===== config.mk =====
export PLATFORM = sky130hd
export DESIGN_NAME = memory_write_packetizer
export DESIGN_NICKNAME = d
export VERILOG_FILES = /design/src/hw/rtl/mwp_pkg.sv /design/src/hw/rtl/mwp_front.sv /design/src/hw/rtl/mwp_queue.sv /design/src/hw/rtl/mwp_back.sv /design/src/hw/rtl/memory_write_packetizer.sv
export SDC_FILE = /design/constraint.sdc
export NUM_CORES = 1
export LEC_CHECK = 0
export BUFFER_PORTS_ARGS = -buffer_cell sky130_fd_sc_hd__buf_4
export CAP_MARGIN = 20
export CELL_PAD_IN_SITES_DETAIL_PLACEMENT = 0
export CELL_PAD_IN_SITES_GLOBAL_PLACEMENT = 1
export CORE_ASPECT_RATIO = 0.9
export CORE_MARGIN = 2
export CORE_UTILIZATION = 45
export CTS_CLUSTER_SIZE = 14
export DETAILED_ROUTE_END_ITERATION = 7
export GPL_ROUTABILITY_DRIVEN = 0
export MAX_ROUTING_LAYER = met4
export PLACE_DENSITY = 0.77
export SKIP_CTS_REPAIR_TIMING = 1
export SLEW_MARGIN = 20
export SYNTH_ARGS = -nofsm -noshare
export SYNTH_HDL_FRONTEND = slang
export SYNTH_HIERARCHICAL = 1
export SYNTH_SLANG_ARGS = --single-unit

===== constraint.sdc =====
create_clock -name clk_i -period 8.7 [get_ports clk_i]
set_input_delay 0.435 -clock clk_i [delete_from_list [all_inputs] [get_ports clk_i]]
set_output_delay 0.435 -clock clk_i [all_outputs]
set_load 0.02 [all_outputs]

===== src/hw/rtl/mwp_pkg.sv =====
// ----------------------------------------------------------------------------
// Memory write packetizer package
// Character codes, register indexes, back end states and small helpers.
// ----------------------------------------------------------------------------
package mwp_pkg;

  // Register indexes of the configuration port.
  localparam logic [1:0] RegBaseAddress   = 2'd0;
  localparam logic [1:0] RegSegmentLength = 2'd1;
  localparam logic [1:0] RegPacketSize    = 2'd2;

  localparam logic [12:0] PacketSizeReset = 13'd256;

  // Packet body characters.
  localparam logic [7:0] ChX      = 8'h58;
  localparam logic [7:0] ChComma  = 8'h2c;
  localparam logic [7:0] ChColon  = 8'h3a;
  localparam logic [7:0] ChDollar = 8'h24;
  localparam logic [7:0] ChHash   = 8'h23;
  localparam logic [7:0] ChEscape = 8'h7d;
  localparam logic [7:0] EscXor   = 8'h20;

  typedef enum logic [6:0] {
    StHead  = 7'b0000001,
    StAddr  = 7'b0000010,
    StComma = 7'b0000100,
    StLen   = 7'b0001000,
    StColon = 7'b0010000,
    StData  = 7'b0100000,
    StEsc2  = 7'b1000000
  } back_state_e;

  // Index of the most significant non-zero nibble, zero for a zero value.
  function automatic logic [2:0] msd_nibble(input logic [31:0] value);
    logic [2:0] idx;
    idx = 3'd0;
    for (int i = 0; i < 8; i++) begin
      if (value[i*4 +: 4] != 4'd0) begin
        idx = 3'(i);
      end
    end
    return idx;
  endfunction

  // Lowercase hex character for one nibble.
  function automatic logic [7:0] hex_char(input logic [3:0] nib);
    logic [7:0] ch;
    if (nib < 4'd10) begin
      ch = 8'h30 + {4'd0, nib};
    end else begin
      ch = 8'h57 + {4'd0, nib};
    end
    return ch;
  endfunction

  function automatic logic needs_escape(input logic [7:0] b);
    return (b == ChDollar) || (b == ChHash) || (b == ChEscape);
  endfunction

endpackage


===== src/hw/rtl/mwp_front.sv =====
// ----------------------------------------------------------------------------
// Memory write packetizer front end
// Holds the configuration, segment and packet offsets, and turns each byte
// accepted at non-zero segment length into a queue entry with header values.
// ----------------------------------------------------------------------------
module mwp_front #(
  parameter int MaxPayload = 4096,
  localparam int LenW      = $clog2(MaxPayload + 1),
  localparam int EntryW    = 42 + LenW
) (
  input  logic              clk_i,
  input  logic              rst_ni,
  input  logic              cfg_we_i,
  input  logic [1:0]        cfg_index_i,
  input  logic [31:0]       cfg_wdata_i,
  input  logic              in_valid_i,
  output logic              in_ready_o,
  input  logic [7:0]        data_byte_i,
  output logic              push_o,
  output logic [EntryW-1:0] entry_o,
  input  logic              full_i
);

  logic [31:0]     base_q, seg_len_q;
  logic [12:0]     pkt_size_q;
  logic [31:0]     seg_off_q, seg_off_d;
  logic [LenW-1:0] pkt_off_q, pkt_off_d;
  logic [LenW-1:0] pkt_len_q, pkt_len_d;

  logic            accept, open_pkt, pkt_end;
  logic [LenW-1:0] psize, plen, poff_inc;
  logic [31:0]     so, left, so_inc, addr;

  assign in_ready_o = !full_i;
  assign accept     = in_valid_i && !full_i;
  assign push_o     = accept && (seg_len_q != 32'd0);

  always_comb begin
    open_pkt = (pkt_off_q == '0);
    if (pkt_size_q == 13'd0) begin
      psize = LenW'(1);
    end else if (32'(pkt_size_q) > 32'(MaxPayload)) begin
      psize = LenW'(MaxPayload);
    end else begin
      psize = LenW'(pkt_size_q);
    end
    so   = (open_pkt && (seg_off_q >= seg_len_q)) ? 32'd0 : seg_off_q;
    left = seg_len_q - so;
    addr = base_q + so;
    if (!open_pkt) begin
      plen = pkt_len_q;
    end else if (left < 32'(psize)) begin
      plen = LenW'(left);
    end else begin
      plen = psize;
    end
    poff_inc = pkt_off_q + LenW'(1);
    so_inc   = so + 32'd1;
    pkt_end  = (poff_inc >= plen);

    pkt_len_d = plen;
    pkt_off_d = pkt_end ? '0 : poff_inc;
    seg_off_d = (pkt_end && (so_inc >= seg_len_q)) ? 32'd0 : so_inc;
  end

  assign entry_o = {data_byte_i, open_pkt, pkt_end, addr, plen};

  always_ff @(posedge clk_i or negedge rst_ni) begin
    if (!rst_ni) begin
      base_q     <= 32'd0;
      seg_len_q  <= 32'd0;
      pkt_size_q <= mwp_pkg::PacketSizeReset;
      seg_off_q  <= 32'd0;
      pkt_off_q  <= '0;
      pkt_len_q  <= '0;
    end else begin
      if (cfg_we_i) begin
        unique case (cfg_index_i)
          mwp_pkg::RegBaseAddress:   base_q     <= cfg_wdata_i;
          mwp_pkg::RegSegmentLength: seg_len_q  <= cfg_wdata_i;
          mwp_pkg::RegPacketSize:    pkt_size_q <= cfg_wdata_i[12:0];
          default: ;
        endcase
      end
      if (push_o) begin
        seg_off_q <= seg_off_d;
        pkt_off_q <= pkt_off_d;
        pkt_len_q <= pkt_len_d;
      end
    end
  end

endmodule


===== src/hw/rtl/mwp_queue.sv =====
// ----------------------------------------------------------------------------
// Memory write packetizer queue
// Two-entry register queue between the front and back ends.
// ----------------------------------------------------------------------------
module mwp_queue #(
  parameter int Width = 8
) (
  input  logic             clk_i,
  input  logic             rst_ni,
  input  logic             push_i,
  input  logic [Width-1:0] wdata_i,
  output logic             full_o,
  input  logic             pop_i,
  output logic             valid_o,
  output logic [Width-1:0] rdata_o
);

  logic [Width-1:0] mem_q [2];
  logic             wr_ptr_q, rd_ptr_q;
  logic [1:0]       count_q;

  assign full_o  = (count_q == 2'd2);
  assign valid_o = (count_q != 2'd0);
  assign rdata_o = mem_q[rd_ptr_q];

  always_ff @(posedge clk_i) begin
    if (push_i) begin
      mem_q[wr_ptr_q] <= wdata_i;
    end
  end

  always_ff @(posedge clk_i or negedge rst_ni) begin
    if (!rst_ni) begin
      wr_ptr_q <= 1'b0;
      rd_ptr_q <= 1'b0;
      count_q  <= 2'd0;
    end else begin
      if (push_i) begin
        wr_ptr_q <= !wr_ptr_q;
      end
      if (pop_i) begin
        rd_ptr_q <= !rd_ptr_q;
      end
      if (push_i && !pop_i) begin
        count_q <= count_q + 2'd1;
      end else if (pop_i && !push_i) begin
        count_q <= count_q - 2'd1;
      end
    end
  end

endmodule


===== src/hw/rtl/mwp_back.sv =====
// ----------------------------------------------------------------------------
// Memory write packetizer back end
// Sequences packet header text and escaped payload bytes into an output
// register, one byte per cycle unless held by back-pressure or an empty queue.
// ----------------------------------------------------------------------------
module mwp_back #(
  parameter int MaxPayload = 4096,
  localparam int LenW      = $clog2(MaxPayload + 1),
  localparam int EntryW    = 42 + LenW
) (
  input  logic              clk_i,
  input  logic              rst_ni,
  input  logic              q_valid_i,
  input  logic [EntryW-1:0] q_entry_i,
  output logic              pop_o,
  output logic              out_valid_o,
  input  logic              out_ready_i,
  output logic [7:0]        out_byte_o,
  output logic              packet_end_o,
  output logic              run_last_o
);

  mwp_pkg::back_state_e state_q, state_d;
  logic [2:0]  idx_q, idx_d;
  logic        ov_q, ov_d;
  logic [7:0]  ob_q, ob_d;
  logic        pe_q, pe_d, rl_q, rl_d;

  logic [7:0]      e_data;
  logic            e_open, e_end;
  logic [31:0]     e_addr, e_len, hex_val;
  logic [LenW-1:0] e_len_n;
  logic            adv, esc;

  assign {e_data, e_open, e_end, e_addr, e_len_n} = q_entry_i;
  assign e_len   = 32'(e_len_n);
  assign esc     = mwp_pkg::needs_escape(e_data);
  assign adv     = !ov_q || out_ready_i;
  assign hex_val = (state_q == mwp_pkg::StLen) ? e_len : e_addr;

  always_comb begin
    state_d = state_q;
    idx_d   = idx_q;
    ov_d    = ov_q && !out_ready_i;
    ob_d    = ob_q;
    pe_d    = pe_q;
    rl_d    = rl_q;
    pop_o   = 1'b0;
    if (adv && q_valid_i) begin
      ov_d = 1'b1;
      pe_d = 1'b0;
      rl_d = 1'b0;
      unique case (state_q) inside
        mwp_pkg::StHead, mwp_pkg::StData: begin
          if ((state_q == mwp_pkg::StHead) && e_open) begin
            ob_d    = mwp_pkg::ChX;
            idx_d   = mwp_pkg::msd_nibble(e_addr);
            state_d = mwp_pkg::StAddr;
          end else if (esc) begin
            ob_d    = mwp_pkg::ChEscape;
            state_d = mwp_pkg::StEsc2;
          end else begin
            ob_d    = e_data;
            pe_d    = e_end;
            rl_d    = 1'b1;
            pop_o   = 1'b1;
            state_d = mwp_pkg::StHead;
          end
        end
        mwp_pkg::StAddr, mwp_pkg::StLen: begin
          ob_d  = mwp_pkg::hex_char(hex_val[idx_q*4 +: 4]);
          idx_d = idx_q - 3'd1;
          if (idx_q == 3'd0) begin
            state_d = (state_q == mwp_pkg::StAddr) ? mwp_pkg::StComma
                                                   : mwp_pkg::StColon;
          end
        end
        mwp_pkg::StComma: begin
          ob_d    = mwp_pkg::ChComma;
          idx_d   = mwp_pkg::msd_nibble(e_len);
          state_d = mwp_pkg::StLen;
        end
        mwp_pkg::StColon: begin
          ob_d    = mwp_pkg::ChColon;
          state_d = mwp_pkg::StData;
        end
        mwp_pkg::StEsc2: begin
          ob_d    = e_data ^ mwp_pkg::EscXor;
          pe_d    = e_end;
          rl_d    = 1'b1;
          pop_o   = 1'b1;
          state_d = mwp_pkg::StHead;
        end
        default: state_d = mwp_pkg::StHead;
      endcase
    end
  end

  always_ff @(posedge clk_i or negedge rst_ni) begin
    if (!rst_ni) begin
      state_q <= mwp_pkg::StHead;
      idx_q   <= 3'd0;
      ov_q    <= 1'b0;
    end else begin
      state_q <= state_d;
      idx_q   <= idx_d;
      ov_q    <= ov_d;
    end
  end

  always_ff @(posedge clk_i) begin
    ob_q <= ob_d;
    pe_q <= pe_d;
    rl_q <= rl_d;
  end

  assign out_valid_o  = ov_q;
  assign out_byte_o   = ob_q;
  assign packet_end_o = pe_q;
  assign run_last_o   = rl_q;

endmodule


===== src/hw/rtl/memory_write_packetizer.sv =====
// The first output byte of a transaction is loaded into the back end output register from
// the queue entry that the front end wrote when it accepted the byte.
// Throughput: one output byte per cycle, set by the back end sequencer, unless it is stalled;
// a payload byte goes out as one byte, or two when escaped, and each packet adds a header.
// The front end takes a byte every cycle while the two-entry queue has room.
// Reset clears the offsets, queue and sequencer and loads the register reset values.
// ----------------------------------------------------------------------------
// Memory write packetizer
// Turns segment bytes into binary memory-write packet bodies with hex headers.
// ----------------------------------------------------------------------------
module memory_write_packetizer #(
  parameter int MaxPayload = 4096
) (
  input  logic        clk_i,
  input  logic        rst_ni,
  input  logic        cfg_we_i,
  input  logic [1:0]  cfg_index_i,
  input  logic [31:0] cfg_wdata_i,
  input  logic        in_valid_i,
  output logic        in_ready_o,
  input  logic [7:0]  data_byte_i,
  output logic        out_valid_o,
  input  logic        out_ready_i,
  output logic [7:0]  out_byte_o,
  output logic        packet_end_o,
  output logic        run_last_o
);

  localparam int LenW   = $clog2(MaxPayload + 1);
  localparam int EntryW = 42 + LenW;

  logic              push, full, pop, q_valid;
  logic [EntryW-1:0] wentry, rentry;

  mwp_front #(.MaxPayload(MaxPayload)) u_front (
    .clk_i       (clk_i),
    .rst_ni      (rst_ni),
    .cfg_we_i    (cfg_we_i),
    .cfg_index_i (cfg_index_i),
    .cfg_wdata_i (cfg_wdata_i),
    .in_valid_i  (in_valid_i),
    .in_ready_o  (in_ready_o),
    .data_byte_i (data_byte_i),
    .push_o      (push),
    .entry_o     (wentry),
    .full_i      (full)
  );

  mwp_queue #(.Width(EntryW)) u_queue (
    .clk_i   (clk_i),
    .rst_ni  (rst_ni),
    .push_i  (push),
    .wdata_i (wentry),
    .full_o  (full),
    .pop_i   (pop),
    .valid_o (q_valid),
    .rdata_o (rentry)
  );

  mwp_back #(.MaxPayload(MaxPayload)) u_back (
    .clk_i        (clk_i),
    .rst_ni       (rst_ni),
    .q_valid_i    (q_valid),
    .q_entry_i    (rentry),
    .pop_o        (pop),
    .out_valid_o  (out_valid_o),
    .out_ready_i  (out_ready_i),
    .out_byte_o   (out_byte_o),
    .packet_end_o (packet_end_o),
    .run_last_o   (run_last_o)
  );

endmodule

==> impl_metrics.yaml <==
finish:
  syn2layout_area_growth_pct: 18.65
  finalNetCount: 2272
  design_area_um2: 22330
  diodes: 0
  drive_gt1_frac: 0.2453
  finalNonFillerCells: 2634
  fillers: 3668
clocking:
  numCtsBuffers: 34
  cts_sinks: 270
  path_clk_slew_ns: 0.06
  clock_latency_ns: 0.55
  cts_tree: "done"
  cts-root-buf: "clkbuf_16"
  htree_levels: 2
  clockBufferDepth: 3
outcome:
  status: "complete, but fails checks"
  violations: "hold timing"
timing:
  slew-limit-headroom: 0.3279
  period_needed_ns: 8.365
  fin_tns_setup_ns: 0
  slew_viol_final: 0
  skew_ns: 0.02241
  setup_ws_ns: 0.3349
  fmax_ghz: 0.1195
  hold_violations: 17
  worstMarginPinSlew_ns: 0.9827
  finalCritPeriodShare: 0.9615
  hold_ws_ns: -0.005222
  setup_viol: 0
setup_path:
  endpoint_kind: "register"
  crit_slowest_cell: "or4_4"
  crit_path_max_incr_delay_ns: 0.44
  critical_path.startpoint: "u_front/seg_off_q[0]"
  rr_startpoint: "u_front/seg_off_q[0]"
  start_kind: "register"
  critPathMaxFanout: 4
  arrival_ns: 8.83
  required_ns: 9.17
  path_class: "reg2reg"
power_and_ir_drop:
  ir_drop_v: 0.0003849
  power_switching_mw: 2.648
  power_density_nw_per_um2: 301.1
  internal-power_mw: 4.076
  power_leakage_nw: 9.797
  seqPwrFrac: 0.291
  p_total_mw: 6.724
  clockPowerShare: 0.212
  swShare: 0.3939
  combPwrFrac: 0.497
floorplanning:
  start_util: 0.4528
  die-width_um: 219.6
  num_rows: 71
  dieArea_um2: 43480
  core_area_um2: 41570
  io_pins: 59
  die_h_um: 198.0
place:
  portBuffers: 58
  pre_cts_slack_ns: -0.2649
  dp_cells: 2569
  placed_area_um2: 20870
  dpl.hpwl_um: 40800
global_route:
  grt_max_degree: 93
  track_usage: 0.2534
  grt_pass1_wl_um: 83200
  antenna_found_initial: 1
  grt_overflow: 0
  grt_pass1_vias: 15000
yosys:
  synth.cell_area_um2: 18820
  synth_nets: 2079
  synth_top_area_frac: 0.1968
  synth-seq-cells: 270
  yosys.area_share.adder: 0.1078
  ys_top_cells_by_count: "183 x nand2_1, 159 x ha_1, 148 x dfrtp_1"
  async_reset_ff_frac: 0.5556
  synth_xor_area_frac: 0.04327
  yosys.cell_types.count: 98
  synth.most_common_cell: "nand2_1"
  yosysTopAreaCell: "dfrtp_1"
  netlist_instances: 1871
  yosys.area_share.simple: 0.1507
  synth_compound_area_frac: 0.1504
  ys_seq_area_frac: 0.3910
  syn_avg_cell_area_um2: 10.06
  synth.area.top_cells: "dfrtp_1 20%, edfxtp_1 19%, ha_1 11%"
  synthMuxAreaShare: 0.1106
  yosysWarningCount: 6
  synth_edf_count: 120
  synth_top_family_by_area: "simple AND/OR/NAND/NOR gates"
  ys.flop_type: "dfrtp_1"
min_path:
  worstHoldPathType: "in2async"
detailed_routing:
  viasPerCell: 5.765
  vias: 15190
  wirelength_um: 53160
  ant_nets: 0
  firstDrtPassIters: 7
  wire_per_inst_um: 20.18
  initialDrtViolationCount: 1202
  route.detailed.drc: 0
run:
  timing.max_cap.violations: 0
path summary, 6_finish.rpt:
kind	to	slack [ns]	cells past startpoint
worst min register to register	u_front/pkt_len_q[2]	0.49	2
worst max register to register	u_front/seg_off_q[24]	0.33	40
min in group clk_i	u_queue/mem_q[0][52]	0.08	1
worst min-delay path	u_front/seg_off_q[4]	-0.005	1
max in group asynchronous	u_queue/rd_ptr_q	7.29	2
worst max-delay path	u_front/seg_off_q[24]	0.33	40
critical path, delay by kind of cell (launching register included):
family,cells,cell delay (ns)
buffers and inverters,5,0.67
adders and majority gates,5,1.43
xor gates and xnor gates,1,0.21
and+or+nand+nor,14,2.60
muxes,1,0.33
DFF,1,0.38
AOI/OAI and AO/OA,14,2.64
metrics by stage:
step                        util  hold WS, ns
after global routing      0.5372      0.05135
final                     0.5372    -0.005222
after detailed placement  0.5019       0.4737
after CTS                 0.5287      0.01908
after floorplan                -       0.1394
after global placement    0.5019       0.4625
state kept, by name (all words and copies together), names as in the netlist, 2 cells and up:
register            flops
u_back/idx_q            3
u_back/out_byte_o       8
u_back/state_q          7
u_front/base_q         32
u_front/pkt_len_q      13
u_front/pkt_off_q      13
u_front/pkt_size_q     13
u_front/seg_len_q      32
u_front/seg_off_q      32
u_queue/count_q         2
u_queue/mem_q         110
cell families after synthesis:
family,Yosys count
XOR/XNOR,93
AO/OA/AOI/OAI,429
multiplexers,165
AND/OR/NAND/NOR,556
buffers and inverters,197
adder cells (fa/ha/maj),161
flip-flops,270
metal layers:
metal | track usage | vias up | share of wire | wire (um)
met5 | - | - | 0 | 0
met4 | 0.07010 | 0 | 0.024 | 1287
met3 | 0.03794 | 86 | 0.052 | 2750
met2 | 0.4147 | 439 | 0.48 | 25370
met1 | 0.3279 | 7394 | 0.45 | 23750
li1 | - | 7267 | - | -
final cells by class:
class / count / area, um^2 / area share
multi-input cells: 1404 / 10910 / 0.4887
flip-flops and latches: 270 / 7361 / 0.3296
repair buffers: 238 / 1823 / 0.08163
clock buffers: 43 / 935.9 / 0.04191
well taps: 547 / 684.4 / 0.03065
inverters: 116 / 435.4 / 0.01950
clock inverters: 16 / 180.2 / 0.008068
power by group through the flow:
stage | clock network [mW] | logic (mW) | registers (mW)
finish | 1.42 | 3.34 | 1.96
global route | 1.50 | 3.64 | 2.00
CTS | 1.46 | 3.21 | 1.96
detailed placement | 0 | 3.18 | 1.98
global placement | 0 | 3.13 | 1.96
floorplan | 0 | 2.13 | 1.97
placed cells by master (no fill, tap or decap), drive strengths merged, types with 11 or more instances in the layout:
master,instances
a21o,28
a21oi,109
a31oi,22
and3,15
buf,238
clkbuf,43
clkinv,14
dfrtp,148
edfxtp,120
ha,159
inv,113
mux2,138
mux2i,19
nand2,184
nand2b,33
nand3,60
nand4,39
nor2,88
nor2b,32
nor3,24
nor4,28
o211ai,17
o21a,29
o21ai,111
o22ai,11
xnor2,57
xor2,36
No activity file was read; power rests on OpenSTA's default activity.
